### src/hdl/tcw_pkg.sv
// Shared types, constants and helpers for the text console writer.
// No dependencies; used by every module of the block.
package tcw_pkg;

	// Screen geometry
	localparam int COLUMNS = 80;
	localparam int ROWS    = 25;
	localparam int CELLS   = COLUMNS * ROWS;

	// Field widths
	localparam int COL_W  = 7;
	localparam int ROW_W  = 5;
	localparam int ADDR_W = 11;
	localparam int CELL_W = 16;
	localparam int BIT_W  = $clog2(COL_W);

	// Default depth of the queue between front and back
	localparam int QUEUE_DEPTH = 4;

	// Character codes
	localparam logic [7:0] CH_NUL   = 8'h00;
	localparam logic [7:0] CH_BS    = 8'h08;
	localparam logic [7:0] CH_TAB   = 8'h09;
	localparam logic [7:0] CH_LF    = 8'h0A;
	localparam logic [7:0] CH_BLANK = 8'h20;

	// Register indexes
	localparam logic [1:0] CFG_TAB_WIDTH = 2'd0;
	localparam logic [1:0] CFG_TEXT_ATTR = 2'd1;
	localparam logic [1:0] CFG_FILL_ATTR = 2'd2;

	// Register reset values
	localparam logic [6:0] TAB_WIDTH_RST = 7'd8;
	localparam logic [7:0] TEXT_ATTR_RST = 8'd15;
	localparam logic [7:0] FILL_ATTR_RST = 8'h07;

	// Cell written by the clearing pass after reset
	localparam logic [CELL_W-1:0] RESET_CELL = {FILL_ATTR_RST, CH_BLANK};

	// Operations decoded by the front
	typedef enum logic [2:0] {
		OP_NOP,
		OP_NEWLINE,
		OP_BACKSPACE,
		OP_TAB,
		OP_PUT,
		OP_READ,
		OP_READ_NONE
	} op_t;

	// One queued item
	typedef struct packed {
		op_t               op;
		logic [7:0]        ch;
		logic [ADDR_W-1:0] idx;
	} item_t;

	// One result beat
	typedef struct packed {
		logic [COL_W-1:0]  col;
		logic [ROW_W-1:0]  row;
		logic [ADDR_W-1:0] loc;
		logic [CELL_W-1:0] data;
		logic              scrolled;
	} res_t;

	// Linear cell address of a row and column
	function automatic logic [ADDR_W-1:0] cell_addr(input logic [ROW_W-1:0] row,
		input logic [COL_W-1:0] col);
		logic [ADDR_W-1:0] a;
		a = ADDR_W'(row) * ADDR_W'(COLUMNS) + ADDR_W'(col);
		return a;
	endfunction

endpackage

### src/hdl/tcw_front.sv
// Front end: takes input beats, decodes them into queue items.
// Depends on tcw_pkg.
module tcw_front (
	input  logic                       in_valid,
	output logic                       in_stall,
	input  logic                       mode,
	input  logic [7:0]                 char_code,
	input  logic [tcw_pkg::ADDR_W-1:0] read_index,
	input  logic                       q_full,
	input  logic                       clear_busy,
	output logic                       q_push,
	output tcw_pkg::item_t             q_item
);

	// Hold off while the queue is full or the store is being cleared
	assign in_stall = q_full | clear_busy;
	assign q_push   = in_valid & ~in_stall;

	// Decode the beat
	always_comb begin
		q_item.ch  = char_code;
		q_item.idx = read_index;
		if (mode) begin
			if (read_index < tcw_pkg::ADDR_W'(tcw_pkg::CELLS)) begin
				q_item.op = tcw_pkg::OP_READ;
			end else begin
				q_item.op = tcw_pkg::OP_READ_NONE;
			end
		end else begin
			case (char_code)
				tcw_pkg::CH_NUL: q_item.op = tcw_pkg::OP_NOP;
				tcw_pkg::CH_LF:  q_item.op = tcw_pkg::OP_NEWLINE;
				tcw_pkg::CH_BS:  q_item.op = tcw_pkg::OP_BACKSPACE;
				tcw_pkg::CH_TAB: q_item.op = tcw_pkg::OP_TAB;
				default:         q_item.op = tcw_pkg::OP_PUT;
			endcase
		end
	end

endmodule

### config.mk
export PLATFORM = sky130hd
export DESIGN_NAME = tcw_front
export DESIGN_NICKNAME = d
export VERILOG_FILES = /design/src/hdl/tcw_pkg.sv /design/src/hdl/tcw_front.sv
export SDC_FILE = /design/constraint.sdc
export NUM_CORES = 1
export LEC_CHECK = 0
export BUFFER_PORTS_ARGS = -buffer_cell sky130_fd_sc_hd__buf_2
export CAP_MARGIN = 20
export CORE_AREA = 2 2 39 41
export DETAILED_ROUTE_END_ITERATION = 10
export DIE_AREA = 0 0 41 43
export PLACE_DENSITY = 0.62
export SLEW_MARGIN = 0
export SYNTH_ARGS = -nofsm -noshare
export SYNTH_HDL_FRONTEND = slang
export SYNTH_SLANG_ARGS = --single-unit
### constraint.sdc
create_clock -name vclk -period 0.8
set_input_delay 0.08 -clock vclk [all_inputs]
set_output_delay 0.08 -clock vclk [all_outputs]
set_load 0.01 [all_outputs]
== Yosys cells after proc, flatten, opt, wreduce, memory -nomap -nowiden ==
Index checks and enable logic that the tools add are counted.
Storage, ports and cells
  logic and storage cells: 11
  bits of input ports: 23
  flip-flop bits (word level): 0
Operators by class
  mux-type cells: 3
  bitwise gates (word level): 3
  reduce and logical (&&, ||, !) cells: 1
  magnitude comparators: 1
  equal/unequal tests: 3
Operators by type and width (count)
  == test 8 x 4 -> 1 bit (second input constant): 3
  one-hot mux 3 bit (4 select lines): 1
  less-than comparator 11 bit (second input constant): 1
  zero test 8 bit: 1
  2-to-1 mux 3 bit: 1
  2-to-1 mux 2 bit: 1
  AND 1 bit: 1
  NOT 1 bit: 1
  OR 1 bit: 1

== Depth between registers and ports, before layout ==
Gate-level depths: netlist of the first run.
  depth in word-level cells: 3
  gate-level depth with buffers: 3
  mapped depth without buffers: 3

== Worst setup path before layout of the first run ==
No wires, ideal clock.
  kind: in2out
  from: input char_code[7]
  to: output q_item[20] (netlist bit)
  arrival time: 0.603 ns
  cell stages on the path: 2
  path buffers: 0
  path slack: 0.117 ns
  required time: 0.720 ns
  cells stage by stage: nor4_2 -> a41o_2
RTL lines
  start: declaration: line tcw_front.sv:7  | input logic [7:0] char_code,
  end: declaration: line tcw_front.sv:12  | output tcw_pkg::item_t q_item

==> metrics.md, run 1 <==
| Metric | Value |
|---|---|
| PD cells | `498.5 mW/mm^2` |
| Clock buffer count | `0` |
| Pre-CTS setup slack | `-145.7 ps` |
| WS Path Type | `in -> out` |
| Post-route minimum period | `874.7 ps` |
| Mapped Area | `254.0 um^2` |
| Top cells by area, synth | `buf_4 56%, nor2_1 5.9%, nor4_2 4.9%` |
| Ant. Diodes | `0` |
| Die Span Y | `43 um` |
| P_sw | `0.09794 mW` |
| Most frequent cells after synthesis | `19 x buf_4, 4 x nor2_1, 3 x inv_1` |
| Logic pwr share | `100.0%` |
| Final Routed Wirelength | `756 um` |
| Sw frac | `45.51%` |
| Data arrival, critical path | `790 ps` |
| Fin. Hold Viols | `0` |
| Worst setup startpoint | `mode` |
| # IOs | `47` |
| Max Cap Viol | `0` |
| F_max | `1143 MHz` |
| DP Area | `341.6 um^2` |
| Mapped Avg Cell Area | `7.055 um^2` |
| Crit path max fanout | `3` |
| Pin count of the biggest net entering global routing | `5` |
| Detailed Routing Iterations Pass 1 | `1` |
| Vias in the first global route | `281` |
| Seq/Total Area, Yosys | `0%` |
| Port Buf Inserts | `39` |
| Syn_nets | `59` |
| Postcts setup bufs | `0` |
| Area occupied by multi-input gates | `135.1 um^2` |
| Pint | `0.1173 mW` |
| Max incr delay on CP | `280 ps` |
| Crit-path slowest cell | `nor4_4` |
| Area grow syn2layout | `69.95%` |
| First-pass GRT wire length | `1.138 mm` |
| Yosys warning count | `0` |
| Cell accounting for the most synthesized area | `buf_4` |
| Most common cell in the netlist | `buf_4` |
| Core Util, Final | `31.19%` |
| Cells after Synth | `36` |
| Layout fillers | `159` |
| Crit. End Element | `primary output` |
| Die Wd | `41 um` |
| Via count | `304` |
| Post-route ant nets | `0` |
| Row Count | `14` |
| Worst rel slew slack | `84.86%` |
| Setup violators final | `3` |
| Hpwl dp | `660.9 um` |
| Clk pwr share | `0%` |
| Num sequential | `0` |
| Iteration-0 DRC Markers | `0` |
| Routed len/inst | `10.22 um` |
| Core Box Area | `0.001384 mm^2` |
| Max Slew Vio Count | `0` |
| Final Instance Area | `431.7 um^2` |
| Die area | `0.001763 mm^2` |
| Worst setup SP type | `input pin` |
| Hold path start | `read_index[1]` |
| Final WS setup | `-74.72 ps` |
| Failing checks | `negative setup slack` |
| DRC Markers | `0` |
| Synth top area share | `56.16%` |
| Worst slew pin tran | `225.4 ps` |
| Total gr overflow | `0` |
| Run status | `finished, violations left` |
| GRT Total Usage | `8.492%` |
| CP delay by family, top | `simple AND/OR/NAND/NOR gates` |
| Post-synth cell types | `13` |
| Proportion of layout cells with a drive suffix above 1 | `84.48%` |
| Nets | `83` |
| Critical Path RT | `720 ps` |
| Peak VDD IR | `132.3 uV` |
| Seq. cell area | `0 um^2` |
| Pleak | `0.2319 nW` |
| Crit-path cells | `buf_8 -> nor4_4 -> a41o_2 -> buf_6` |
| Via-per-instance ratio | `4.108` |
| Starting density of the core | `18.35%` |
| RSZ-0062 raised after global routing | `yes` |
| Final Cycle Share | `109.3%` |
| CP bufs+invs | `2` |
| Initial antenna violation count | `0` |
| Sequential power share | `0%` |
| Hold WC Path Type | `in -> out` |
| GPL Wtd Cong | `0.7261` |
| Total power | `0.2152 mW` |
[final timing paths]
path	to	slack, ps	cells after the start
max	q_item[20]	-70	4
min	q_item[1]	160	0
[power by group through the flow]
stage	Sequential (mW)	Combinational, mW	Clock, mW
floorplan	0	0.129	0
global placement	0	0.170	0
detailed placement	0	0.172	0
CTS	0	0.205	0
global route	0	0.234	0
finish	0	0.215	0
[placed cells by master, fill, tap and decap left out]
| cell type | count |
|---|---|
| inv_2 | 1 |
| nand3b_1 | 1 |
| buf_2 | 32 |
| buf_4 | 2 |
| inv_1 | 2 |
| a41oi_2 | 1 |
| o211ai_1 | 1 |
| buf_8 | 3 |
| a41o_2 | 1 |
| xor2_1 | 1 |
| nor2_4 | 1 |
| buf_6 | 4 |
| nor3_4 | 1 |
| nor4_4 | 1 |
| nor2_1 | 3 |
| nand4_1 | 1 |
| maj3_2 | 1 |
| or2_2 | 1 |
[timing repair]
item | 4_1_cts | 5_1_grt
pin swaps | 4 | 2
hold endpoints to repair | 0 | 0
setup endpoints to repair | 3 | 3
hold buffers | 0 | 0
gates cloned | 0 | 0
gates resized for setup | 18 | 4
[metrics by stage]
stage	instances	hold slack (ps)	TNS, ps
finish	74	160.0	-134.1
global route	74	160.0	-315.4
CTS	74	160.1	-132.0
detailed placement	74	160.1	-293.3
global placement	74	160.1	-208.7
floorplan	36	247.1	0
[metal layers]
metal	global-route usage, %	share of wire [%]
met1	9.810	33
met2	16.25	52
met3	0.5236	14
met4	0.6667	0.53
met5	0	0
[kinds of logic after synthesis]
kind of cell               Yosys count  share of synthesized area, %
and+or+nand+nor                      9                         20.69
xor gates and xnor gates             1                         3.449
AOI/OAI and AO/OA                    3                         10.84
buffers and inverters               22                         60.59
adders and majority gates            1                         4.433
[cell type report]
cell class / count / share of cell area [%]
multi-input combinational: 14 / 31.30
tap: 16 / 4.638
inverter: 3 / 2.609
timing repair buffer: 41 / 61.45
Note: power is estimated with default switching activity, not from simulation.
==> inputs of run 2 (changes only) <==
REMOVE_ABC_BUFFERS = 1   (was not set)
==> run 2 against run 1 <==
Against the previous run:
- the run still ends with negative setup slack left
- hold slack about the same
- cell count increased by 1.4%
- via count is 5.3% higher
- power grew 3.4%
- highest routed layer is now met3
==> metrics.md, run 2 (same netlist as run 1, synthesis figures left out) <==
| Metric | Value |
|---|---|
| Proportion of layout cells with a drive suffix above 1 | `88.14%` |
| CP delay by family, top | `compound AO/OA/AOI/OAI gates` |
| Max Slew Vio Count | `0` |
| Final Instance Area | `450.4 um^2` |
| Hold-fix buffers, CTS | `0` |
| Routed len/inst | `9.800 um` |
| GR Util met3 | `1.571%` |
| Data arrival, critical path | `840 ps` |
| Crit-path cells | `buf_6 -> o211ai_1 -> nor2_2 -> a41o_2 -> buf_6` |
| Pin count of the biggest net entering global routing | `4` |
| CP bufs+invs | `2` |
| GPL Wtd Cong | `0.6848` |
| Post-route ant nets | `0` |
| Hpwl dp | `621.9 um` |
| Most Used Layer, Global Route | `met2` |
| WS Path Type | `in -> out` |
| Min-Delay Path Depth | `0` |
| Hold path start | `read_index[2]` |
| Detailed Routing Iterations Pass 1 | `4` |
| Worst setup SP type | `input pin` |
| Num sequential | `0` |
| Most frequent cells in the layout | `31 x buf_2, 5 x buf_6, 3 x buf_8, 3 x buf_4` |
| Ant. Diodes | `0` |
| WHS Endpoint | `q_item[2]` |
| Worst rel slew slack | `83.62%` |
| Final Routed Wirelength | `735 um` |
| M1 GR Usage | `8.889%` |
| Met2 Usage GRT | `14.37%` |
| Pre-CTS setup slack | `-170.4 ps` |
| F_max | `1092 MHz` |
| Vias in the first global route | `261` |
| Postcts setup bufs | `0` |
| Run status | `finished, violations left` |
| Via count | `320` |
| Crit-path slowest cell | `a41o_2` |
| DRC Markers | `0` |
| Seq. cell area | `0 um^2` |
| Peak VDD IR | `155.0 uV` |
| Crit path max fanout | `2` |
| Final Cycle Share | `114.5%` |
| Die Wd | `41 um` |
| Hold WC Path Type | `in -> out` |
| RSZ-0062 raised after global routing | `yes` |
| Crit. End Element | `primary output` |
| Die Span Y | `43 um` |
| Layout fillers | `154` |
| Via-per-instance ratio | `4.267` |
| Worst slew pin tran | `243.9 ps` |
| # IOs | `47` |
| Total gr overflow | `0` |
| Setup violators final | `3` |
| PD cells | `494.2 mW/mm^2` |
| Clock buffer count | `0` |
| Final WS setup | `-115.7 ps` |
| Area grow syn2layout | `77.34%` |
| Post-route minimum period | `915.7 ps` |
| DP Area | `349.1 um^2` |
| Fin. Hold Viols | `0` |
| Max incr delay on CP | `240 ps` |
| Die area | `0.001763 mm^2` |
| Total power | `0.2226 mW` |
| Port Buf Inserts | `39` |
| Iteration-0 DRC Markers | `1` |
| Starting density of the core | `18.35%` |
| Pleak | `0.2392 nW` |
| Failing checks | `negative setup slack` |
| Nets | `84` |
| Critical Path RT | `720 ps` |
| Most common cell after layout, fill and taps aside | `buf_2` |
| Max Cap Viol | `0` |
| Core Box Area | `0.001384 mm^2` |
| Area occupied by multi-input gates | `140.1 um^2` |
| Cell repeated most along the worst path | `buf_6` |
| Hold_ws | `160.1 ps` |
| Row Count | `14` |
| Core Util, Final | `32.55%` |
| First-pass GRT wire length | `1.007 mm` |
| GRT Total Usage | `7.700%` |
| Initial antenna violation count | `0` |
==> run 2: cell types whose count changed in the layout (fill, tap and decap cells not counted), sizes merged <==
cell / delta
buf: +1
==> run 2: power by group <==
group	leakage (nW)	internal (mW)	switching, mW
Combinational	0.239	0.124	0.0988
Clock	0	0	0
Sequential	0	0	0
==> run 2: worst max-delay path by stage <==
stage / start / endpoint / slack, ps / cells past startpoint
after floorplan: char_code[7] / q_item[20] / 120 / 2
after global placement: char_code[7] / q_item[20] / -160 / 4
after detailed placement: char_code[7] / q_item[20] / -170 / 4
after CTS: mode / q_item[20] / -80 / 4
after global routing: read_index[5] / q_item[20] / -190 / 5
final: read_index[5] / q_item[20] / -120 / 5
==> run 2: timing repair <==
item	4_1_cts	5_1_grt
resized for setup	18	6
pin swaps	8	2
endpoints found under the setup margin	3	3
==> run 2: final cells by class <==
cell class | count | area share (%)
multi-input combinational | 14 | 31.11
tap | 16 | 4.444
timing repair buffer | 42 | 61.94
inverter | 3 | 2.500
==> run 2: metal layers <==
layer  vias to the layer above  routed length [um]
li1                        151                   -
met1                       127                 265
met2                        42                 333
met3                         0                 137
met4                         0                   0
met5                         -                   0
==> run 2: stage by stage <==
stage               TNS [ps]  instances
floorplan                  0         17
global placement      -316.7         75
detailed placement    -351.4         75
CTS                   -142.1         75
global route          -320.6         75
finish                -169.1         75
