`src/hdl/tcw_pkg.sv`:
```
// Shared types, constants and helpers for the text console writer.
// No dependencies; used by every module of the block.
package tcw_pkg;

	// Screen geometry
	localparam int COLUMNS = 80;
	localparam int ROWS    = 25;
	localparam int CELLS   = COLUMNS * ROWS;

	// Field widths
	localparam int COL_W  = 7;
	localparam int ROW_W  = 5;
	localparam int ADDR_W = 11;
	localparam int CELL_W = 16;
	localparam int BIT_W  = $clog2(COL_W);

	// Default depth of the queue between front and back
	localparam int QUEUE_DEPTH = 4;

	// Character codes
	localparam logic [7:0] CH_NUL   = 8'h00;
	localparam logic [7:0] CH_BS    = 8'h08;
	localparam logic [7:0] CH_TAB   = 8'h09;
	localparam logic [7:0] CH_LF    = 8'h0A;
	localparam logic [7:0] CH_BLANK = 8'h20;

	// Register indexes
	localparam logic [1:0] CFG_TAB_WIDTH = 2'd0;
	localparam logic [1:0] CFG_TEXT_ATTR = 2'd1;
	localparam logic [1:0] CFG_FILL_ATTR = 2'd2;

	// Register reset values
	localparam logic [6:0] TAB_WIDTH_RST = 7'd8;
	localparam logic [7:0] TEXT_ATTR_RST = 8'd15;
	localparam logic [7:0] FILL_ATTR_RST = 8'h07;

	// Cell written by the clearing pass after reset
	localparam logic [CELL_W-1:0] RESET_CELL = {FILL_ATTR_RST, CH_BLANK};

	// Operations decoded by the front
	typedef enum logic [2:0] {
		OP_NOP,
		OP_NEWLINE,
		OP_BACKSPACE,
		OP_TAB,
		OP_PUT,
		OP_READ,
		OP_READ_NONE
	} op_t;

	// One queued item
	typedef struct packed {
		op_t               op;
		logic [7:0]        ch;
		logic [ADDR_W-1:0] idx;
	} item_t;

	// One result beat
	typedef struct packed {
		logic [COL_W-1:0]  col;
		logic [ROW_W-1:0]  row;
		logic [ADDR_W-1:0] loc;
		logic [CELL_W-1:0] data;
		logic              scrolled;
	} res_t;

	// Linear cell address of a row and column
	function automatic logic [ADDR_W-1:0] cell_addr(input logic [ROW_W-1:0] row,
		input logic [COL_W-1:0] col);
		logic [ADDR_W-1:0] a;
		a = ADDR_W'(row) * ADDR_W'(COLUMNS) + ADDR_W'(col);
		return a;
	endfunction

endpackage

```
`src/hdl/tcw_fifo.sv`:
```
// Small item queue between front and back.
// Depends on tcw_pkg.
module tcw_fifo #(
	parameter int DEPTH = tcw_pkg::QUEUE_DEPTH
) (
	input  logic           clk,
	input  logic           arst_n,
	input  logic           push,
	input  tcw_pkg::item_t push_item,
	output logic           full,
	input  logic           pop,
	output tcw_pkg::item_t head,
	output logic           empty
);

	localparam int PW = (DEPTH > 1) ? $clog2(DEPTH) : 1;
	localparam int CW = $clog2(DEPTH + 1);

	tcw_pkg::item_t   store_q [DEPTH];
	logic [PW-1:0]    wr_ptr_q;
	logic [PW-1:0]    rd_ptr_q;
	logic [CW-1:0]    count_q;

	assign full  = (count_q == CW'(DEPTH));
	assign empty = (count_q == '0);
	assign head  = store_q[rd_ptr_q];

	// Entry storage
	always_ff @(posedge clk) begin
		if (push) begin
			store_q[wr_ptr_q] <= push_item;
		end
	end

	// Pointers and fill count
	always_ff @(posedge clk or negedge arst_n) begin
		if (!arst_n) begin
			wr_ptr_q <= '0;
			rd_ptr_q <= '0;
			count_q  <= '0;
		end else begin
			if (push) begin
				wr_ptr_q <= (wr_ptr_q == PW'(DEPTH - 1)) ? '0 : wr_ptr_q + 1'b1;
			end
			if (pop) begin
				rd_ptr_q <= (rd_ptr_q == PW'(DEPTH - 1)) ? '0 : rd_ptr_q + 1'b1;
			end
			if (push && !pop) begin
				count_q <= count_q + 1'b1;
			end else if (pop && !push) begin
				count_q <= count_q - 1'b1;
			end
		end
	end

endmodule

```
`config.mk`:
```
export PLATFORM = sky130hd
export DESIGN_NAME = tcw_fifo
export DESIGN_NICKNAME = d
export VERILOG_FILES = /design/src/hdl/tcw_pkg.sv /design/src/hdl/tcw_fifo.sv
export SDC_FILE = /design/constraint.sdc
export NUM_CORES = 1
export LEC_CHECK = 0
export BUFFER_PORTS_ARGS = -buffer_cell sky130_fd_sc_hd__buf_4
export CORE_ASPECT_RATIO = 1.75
export CORE_MARGIN = 4
export CORE_UTILIZATION = 40
export CTS_CLUSTER_DIAMETER = 50
export DETAILED_ROUTE_END_ITERATION = 8
export SYNTH_ARGS = -nofsm -noshare
export SYNTH_HDL_FRONTEND = slang
export SYNTH_SLANG_ARGS = --single-unit
```
`constraint.sdc`:
```
create_clock -name clk -period 1.45 [get_ports clk]
set_input_delay 0.2175 -clock clk [delete_from_list [all_inputs] [get_ports clk]]
set_output_delay 0.2175 -clock clk [all_outputs]
set_load 0.01 [all_outputs]
```
Word-level counts from Yosys, hierarchy flattened

Memory sizes are Yosys's and may differ from the RTL's.
Index checks and enable logic that the tools add are counted.

Add/sub/neg operators: 4
Eq/ne operators: 3
Muxes and demuxes: 6
Reduce and logical (&&, ||, !) cells: 6

Operator list:

| cell                                                                | number |
|---|---|
| 3-bit two-way mux                                                   | 2 |
| 2-bit by 1-bit adder with 2-bit output (second input constant)      | 2 |
| 2-bit equality test (second input constant)                         | 2 |
| 2-bit two-way mux                                                   | 2 |
| 3-bit by 1-bit adder with 3-bit output (second input constant)      | 1 |
| 3-bit equality test (second input constant)                         | 1 |
| 3-bit zero test                                                     | 1 |
| 3-bit by 1-bit subtractor with 3-bit output (second input constant) | 1 |
| 1-bit logical AND                                                   | 2 |
| 1-bit zero test                                                     | 2 |
| 1-bit two-way mux                                                   | 2 |
| 2-bit nonzero test                                                  | 1 |

Bits in registers: 7
Bits in writable memories: 88
Input bits: 26
Output and inout bits: 24
Word-level logic and storage cells: 23
Memories kept: 1

Memory list:

| memory  | words | width | read ports | clocked after Yosys merged registers in | write ports | RTL line       | RTL |
|---|---|---|---|---|---|---|---|
| store_q | 4     | 22    | 1          | 0                                       | 1           | tcw_fifo.sv:19 | `tcw_pkg::item_t store_q [DEPTH];` |

Longest topological paths before layout

Gate-level depths: netlist of the first run.

Depth in word-level cells: 4
Depth in mapped cells: 7
Mapped depth without buffers: 7

Worst setup path after synthesis of the first run

Ideal clock, no wire load.

Path type: reg-to-reg
Start: register wr_ptr_q[0]
End: memory store_q[2][0] in the netlist's numbering, enable pin
Library setup time: 381 ps
Arrival: 1187 ps
Setup slack: -118 ps
Stages on the path, launching flop included: 4
Buffers on the path: 0
Cell sequence: dfrtp_1 > inv_1 > ha_1 > and2_1

RTL lines:

| element                | RTL line       | RTL |
|---|---|---|
| start, declared        | tcw_fifo.sv:20 | `logic [PW-1:0] wr_ptr_q;` |
| start signal, assigned | tcw_fifo.sv:43 | `wr_ptr_q <= (wr_ptr_q == PW'(DEPTH - 1)) ? '0 : wr_ptr_q + 1'b1;` |
| end, declared          | tcw_fifo.sv:19 |  |

No word-level cell before the write port.

==> flow_metrics.py, run 1 <==
metrics = {
    "routing": {
        "drc": 0,
        "detail_route.wl_per_cell_um": 18.7,
        "routed-via-count": 1681,
        "totalWireLength_mm": 6.48,
        "vias_per_cell": 4.84,
        "ant_nets": 0,
        "drt_iter0_drc": 132,
        "drtPass1Iterations": 4,
    },
    "worst_setup_path": {
        "slowest_stage": "mux4_2",
        "crit_type": "reg -> out",
        "worstPathCellList": "buf_12 -> mux4_2 -> buf_6",
        "critPathLaunchType": "flip-flop",
        "cp-end-kind": "output pin",
        "path_buf_inv": 2,
        "worstPathRequired_ns": 1.23,
        "crit_fanout": 9,
        "path_delay_family": "multiplexers",
        "arrival_ns": 1.64,
        "critPathMaxStageDelay_ns": 0.54,
    },
    "run_status": {
        "outcome": "finished with violations",
        "violations": "negative setup slack",
    },
    "sta": {
        "maxSlewViolCount": 0,
        "max_slew_margin_pct": 76.5,
        "rsz0062_at_grt": "true",
        "fmax_mhz": 537,
        "worstMarginPinSlew_ns": 0.352,
        "hold_viol_final": 0,
        "finalCritPeriodShare_pct": 128,
        "clock_skew_ns": 0.00549,
        "min_period_ns": 1.86,
        "fin_ws_ns": -0.411,
        "setup_viol": 22,
    },
    "logic_synthesis": {
        "yosysSeqAreaShare_pct": 77.7,
        "syn_inst": 152,
        "synth.avg_cell_area_um2": 23.9,
        "synth_cell_types": 20,
        "synth_seq_cells": 95,
        "ys.flop_type": "edfxtp_1",
        "syn_area_mm2": 0.00363,
        "syn-num-nets": 185,
        "yosysWarnings": 0,
        "synthArstFlopShare_pct": 7.37,
        "synth_edf_count": 88,
    },
    "clock_network": {
        "cts_htree_levels": 3,
        "clk_pin_slew_ns": 0.07,
        "cts_tree": "yes",
        "cts_buffer_depth": 2,
        "numCtsBuffers": 9,
        "clkSinkCount": 95,
        "cts_root_buffer": "clkbuf_16",
        "clock_latency_ns": 0.34,
    },
    "global_routing": {
        "grt_usage_pct": 12.7,
        "grt_pass1_vias": 1889,
        "grt_overflow": 0,
        "grt_max_degree": 23,
        "antenna_found_initial": 0,
        "grt_pass1_wl_mm": 9.83,
    },
    "final_layout": {
        "final_layout_size_suffix_gt1_share_pct": 50.4,
        "area_delta_synth_final_pct": 30.1,
        "diodes": 0,
        "final_core_util_pct": 53.7,
        "fin_area_mm2": 0.00472,
        "nets": 258,
    },
    "place": {
        "portBuffers": 49,
        "place.gp.congestion": 0.748,
        "hpwl_mm": 3.96,
        "postPlaceCellArea_mm2": 0.00425,
    },
    "power_and_ir_drop": {
        "power_mw": 9.41,
        "leakage_nw": 1.68,
        "ir_drop_mv": 0.971,
        "p_per_area_mw_per_mm2": 1990,
    },
    "floorplanning": {
        "dieArea_mm2": 0.0107,
        "core_mm2": 0.00878,
        "die_w_um": 80.0,
        "io_pins": 50,
        "start_util_pct": 41.3,
        "chipHeight_um": 134,
        "rows": 45,
    },
    "flow_run": {
        "maxCapViolations": 0,
    },
    "hold_path": {
        "hold_path_class": "in -> reg",
    },
}
## through the flow
| step | instances | TNS (ns) | hold slack (ns) | setup slack, ns |
|---|---|---|---|---|
| 2_1_floorplan | 152 | 0 | -0.0781 | 0.0821 |
| 3_3_place_gp | 326 | -1.72 | 0.0411 | -0.135 |
| 3_5_place_dp | 326 | -1.66 | 0.0424 | -0.140 |
| 4_1_cts | 345 | -9.33 | 0.0668 | -0.468 |
| 5_1_grt | 347 | -9.25 | 0.0680 | -0.459 |
| 6_report | 347 | -8.21 | 0.0766 | -0.411 |
## power breakdown
group	switching (mW)	internal [mW]	total, mW
logic	1.40	1.98	3.38
clock network	0.950	1.34	2.29
registers	0.206	3.55	3.75
## cells in the mapped netlist, types with 2 or more instances
cell       n  area, um^2
mux4_1     4         105
buf_12     2        40.0
dfrtp_1    7         175
mux2_2     3        33.8
o21ai_0    2        10.0
xor2_1     2        17.5
nor2_1     2        7.51
ha_1       6        75.1
mux4_2    18         405
buf_2      2        10.0
inv_1      5        18.8
edfxtp_1  88        2640
and2_1     4        25.0
## registers in the layout, indices dropped and copies added (netlist names)
name      count
count_q       3
rd_ptr_q      2
store_q      88
wr_ptr_q      2
## area by class of cell
cell class	count	area, um^2
clock buffers	11	233
clock inverters	5	58.8
fillers	720	4060
inverters	5	18.8
multi-input cells	47	736
flip-flops and latches	95	2820
well taps	117	146
repair buffers	67	707
## layout by cell type (no fill, tap or decap), types with 3 or more instances in the layout
cell type,instances
edfxtp_1,88
buf_4,36
mux4_2,22
buf_6,21
clkbuf_16,11
buf_12,7
ha_1,5
dfrtp_1,5
inv_1,3
and2_4,3
mux2_2,3
## metal layers
metal  GRT usage, %  up-vias  part of all wire (%)
met3           3.29       11                   3.8
met2           22.3       36                    56
li1               -      766                     -
met5              0        -                     0
met4           6.20        0                   2.3
met1           13.9      868                    38
## cells by family after synthesis
group / after synthesis / synth area share [%]
DFF: 95 / 77.7
muxes: 25 / 15.0
buffers and inverters: 10 / 2.21
and+or+nand+nor: 10 / 1.48
adders and majority gates: 7 / 2.62
xor gates and xnor gates: 3 / 0.725
AOI/OAI and AO/OA: 2 / 0.276
## final timing paths
kind                                         startpoint                       end  slack [ns]  cells past startpoint
worst max-delay path            rd_ptr_q[0]$_DFFE_PN0P_                   head[9]       -0.41                      3
worst min-delay path                      push_item[16]  store_q[2][16]$_DFFE_PP_        0.08                      1
worst max register to register   count_q[0]$_DFFE_PN0P_    count_q[2]$_DFFE_PN0P_        0.08                      4
worst min register to register   count_q[2]$_DFFE_PN0P_    count_q[2]$_DFFE_PN0P_        0.50                      1
max in group asynchronous                        arst_n   rd_ptr_q[0]$_DFFE_PN0P_        1.08                      2
min in group asynchronous                        arst_n    count_q[2]$_DFFE_PN0P_        0.23                      2
## timing repair
| item | in CTS | in global routing |
|---|---|---|
| gates cloned | 1 | 2 |
| gates resized for setup | 21 | 18 |
| endpoints found under the setup margin | 44 | 75 |
| setup buffers | 1 | 1 |
| endpoints found under the hold margin | 7 | 0 |
| hold buffers | 1 | 0 |
Power figures use the tool's default switching activity.
==> run 2, diff against run 1 <==
--- a/config.mk
+++ b/config.mk
@@ -5,6 +5,7 @@
 export SDC_FILE = /design/constraint.sdc
 export NUM_CORES = 1
 export LEC_CHECK = 0
+export ABC_AREA = 1
 export BUFFER_PORTS_ARGS = -buffer_cell sky130_fd_sc_hd__buf_4
 export CORE_ASPECT_RATIO = 1.75
 export CORE_MARGIN = 4
==> constraint.sdc (replaced) <==
create_clock -name clk -period 2.4 [get_ports clk]
set_input_delay 0.36 -clock clk [delete_from_list [all_inputs] [get_ports clk]]
set_output_delay 0.36 -clock clk [all_outputs]
set_load 0.01 [all_outputs]
==> run 2 against run 1 <==
Against the previous run:
- the flow now finishes without violations
- routed wire length increased by 10%
- flip-flop and latch count stayed put
- clock power shrank 34%
- critical path type unchanged
- first-iteration DRC count up 3.0%
- design area is 1.6% higher
- worst setup slack improved by 0.77 ns
- power decreased by 40%
- synthesized cell count is 100% higher
- register-to-register slack gained 0.76 ns
- clock-buffer cell count did not move
- core utilization fell by 3.4 points
==> flow_metrics.py, run 2 <==
metrics = {
    "run_status": {
        "outcome": "complete, no violations",
    },
    "sta": {
        "worstMarginPinSlew_ns": 0.522,
        "max_slew_margin_pct": 65.1,
        "finalCritPeriodShare_pct": 85.0,
        "setup_viol": 0,
        "fmax_mhz": 490,
        "min_period_ns": 2.04,
        "hold_viol_final": 0,
        "fin_ws_ns": 0.360,
        "maxSlewViolCount": 0,
        "rsz0062_at_grt": "false",
        "clock_skew_ns": 0.00611,
        "setup_tns_ns": 0,
    },
    "place": {
        "place.gp.congestion": 0.772,
        "pre_cts_ws_ns": 0.744,
        "dpl.cell_count": 472,
        "postPlaceCellArea_mm2": 0.00446,
        "portBuffers": 49,
        "hpwl_mm": 4.66,
    },
    "routing": {
        "drtPass1Iterations": 5,
        "totalWireLength_mm": 7.14,
        "ant_nets": 0,
        "drt_iter0_drc": 136,
        "vias_per_cell": 4.74,
        "drc": 0,
        "detail_route.wl_per_cell_um": 14.6,
        "routed-via-count": 2316,
    },
    "final_layout": {
        "instances_no_fill": 489,
        "final_layout_size_suffix_gt1_share_pct": 22.3,
        "top_register": "store_q",
        "nets": 395,
        "largest_reg_flops": 88,
        "top_regs": "store_q: 88 flops, count_q: 3 flops",
        "layout_common_cells": "edfxtp_1 (88), nand2_1 (80), inv_1 (55)",
        "diodes": 0,
        "final_common_cell": "edfxtp_1",
        "fillers": 850,
        "area_delta_synth_final_pct": 21.7,
        "fin_area_mm2": 0.00479,
    },
    "worst_setup_path": {
        "worstPathRequired_ns": 2.04,
        "slowest_stage": "dfrtp_1",
        "critPathMaxStageDelay_ns": 0.40,
        "crit_type": "reg -> out",
        "cp-end-kind": "output pin",
        "arrival_ns": 1.68,
        "worstPathCellList": "inv_2 -> buf_4 -> nand2_1 -> o211ai_1 -> nand2_1 -> buf_4",
        "critPathLaunchType": "flip-flop",
        "crit_fanout": 45,
    },
    "global_routing": {
        "grt_pass1_wl_mm": 11.6,
        "grt_pass1_vias": 2329,
        "antenna_found_initial": 0,
        "grt_overflow": 0,
        "grt_max_degree": 46,
        "grt_usage_pct": 13.0,
    },
    "floorplanning": {
        "core_mm2": 0.00953,
        "start_util_pct": 41.3,
        "dieArea_mm2": 0.0116,
        "io_pins": 50,
        "chipHeight_um": 139,
        "rows": 47,
        "die_w_um": 83.0,
    },
    "logic_synthesis": {
        "synth_seq_cells": 95,
        "yosys-top-cells-count": "edfxtp_1 (88), nand2_1 (80), inv_1 (55), o211ai_1 (35), buf_2 (11)",
        "yosysWarnings": 0,
        "synth_edf_count": 88,
        "synth_top_area_share_pct": 67.1,
        "ys.flop_type": "edfxtp_1",
        "synth_cell_types": 19,
        "syn_inst": 307,
        "syn_area_mm2": 0.00394,
        "synth.most_common_cell": "edfxtp_1",
        "syn-num-nets": 340,
        "synth.avg_cell_area_um2": 12.8,
        "synth_area_leaders": "edfxtp_1 (67%), nand2_1 (7.6%), o211ai_1 (6.7%)",
        "synthArstFlopShare_pct": 7.37,
        "synth_top_cell_by_area": "edfxtp_1",
        "yosysSeqAreaShare_pct": 71.5,
    },
    "clock_network": {
        "cts_buffer_depth": 2,
        "numCtsBuffers": 9,
        "clkSinkCount": 95,
        "cts_tree": "yes",
        "cts_htree_levels": 3,
        "clock_latency_ns": 0.33,
        "cts_root_buffer": "clkbuf_16",
        "clk_pin_slew_ns": 0.06,
    },
    "power_and_ir_drop": {
        "leakage_nw": 2.02,
        "p_per_area_mw_per_mm2": 1180,
        "ir_drop_mv": 0.531,
        "power_mw": 5.64,
    },
    "hold_path": {
        "hold_path_class": "in -> reg",
    },
    "flow_run": {
        "maxCapViolations": 0,
    },
}
-- run 2: cell types whose count changed in the layout (fill, tap and decap cells not counted), sizes merged, moves of 4 or more --
| cell | delta |
|---|---|
| inv | +52 |
| o211ai | +44 |
| nand2 | +79 |
| mux4 | -22 |
| buf | -8 |
| and2 | -4 |
-- run 2: path summary, 6_finish.rpt --
kind	from	endpoint	slack, ns	cells after the start
max	rd_ptr_q[0]$_DFFE_PN0P_	head[13]	0.36	6
min	push_item[15]	store_q[2][15]$_DFFE_PP_	0.22	1
max reg2reg	wr_ptr_q[0]$_DFFE_PN0P_	store_q[2][6]$_DFFE_PP_	0.84	5
min reg2reg	count_q[2]$_DFFE_PN0P_	count_q[2]$_DFFE_PN0P_	0.51	2
max in group asynchronous	arst_n	rd_ptr_q[0]$_DFFE_PN0P_	1.90	2
min in group asynchronous	arst_n	count_q[2]$_DFFE_PN0P_	0.37	2
-- run 2: report_power, final --
group	internal (mW)	total, mW	switching (mW)
sequential	2.17	2.28	0.114
combinational	0.758	1.86	1.10
clock	0.941	1.51	0.569
-- run 2: area by class of cell --
| cell class | count | area [um^2] | share of cell area (%) |
|---|---|---|---|
| Sequential cell | 95 | 2820 | 58.8 |
| Multi-Input combinational cell | 142 | 830 | 17.3 |
| Timing Repair Buffer | 57 | 455 | 9.50 |
| Clock buffer | 11 | 243 | 5.06 |
| Inverter | 57 | 214 | 4.46 |
| Tap cell | 122 | 153 | 3.18 |
| Clock inverter | 5 | 81.3 | 1.70 |
-- run 2: worst max-delay path, delay by kind of cell, from the launching register on --
kind	cells	cell delay, ns
AOI/OAI and AO/OA	1	0.15
buffers and inverters	3	0.59
DFF	1	0.40
and+or+nand+nor	2	0.19
-- run 2: per-stage QoR --
step                hold slack [ns]  util (%)
finish                        0.225      50.3
detailed placement            0.185      46.8
CTS                           0.206      50.3
global route                  0.207      50.3
floorplan                    0.0644         -
global placement              0.184      46.8
-- run 2: layer usage --
metal / vias to the layer above / wire, um / global-route usage (%)
li1: 1167 / - / -
met1: 1103 / 2910 / 14.3
met5: - / 0 / 0
met2: 35 / 3810 / 22.7
met3: 11 / 267 / 3.78
met4: 0 / 153 / 6.63
-- run 2: what timing repair did --
action / CTS / global route
endpoints found under the hold margin: 7 / 0
hold buffers: 1 / 0
gates resized for setup: 0 / 0
buffers inserted: 0 / 0
-- run 2: kinds of logic (layout without fill, tap and decap cells) --
logic type,count (synthesis),count (layout),synth area share [%]
buf+inv,70,130,7.40
flops,95,95,71.5
compound gates,49,49,10.2
xor+xnor,1,1,0.222
simple gates,85,85,8.26
fa+ha+maj,7,7,2.41
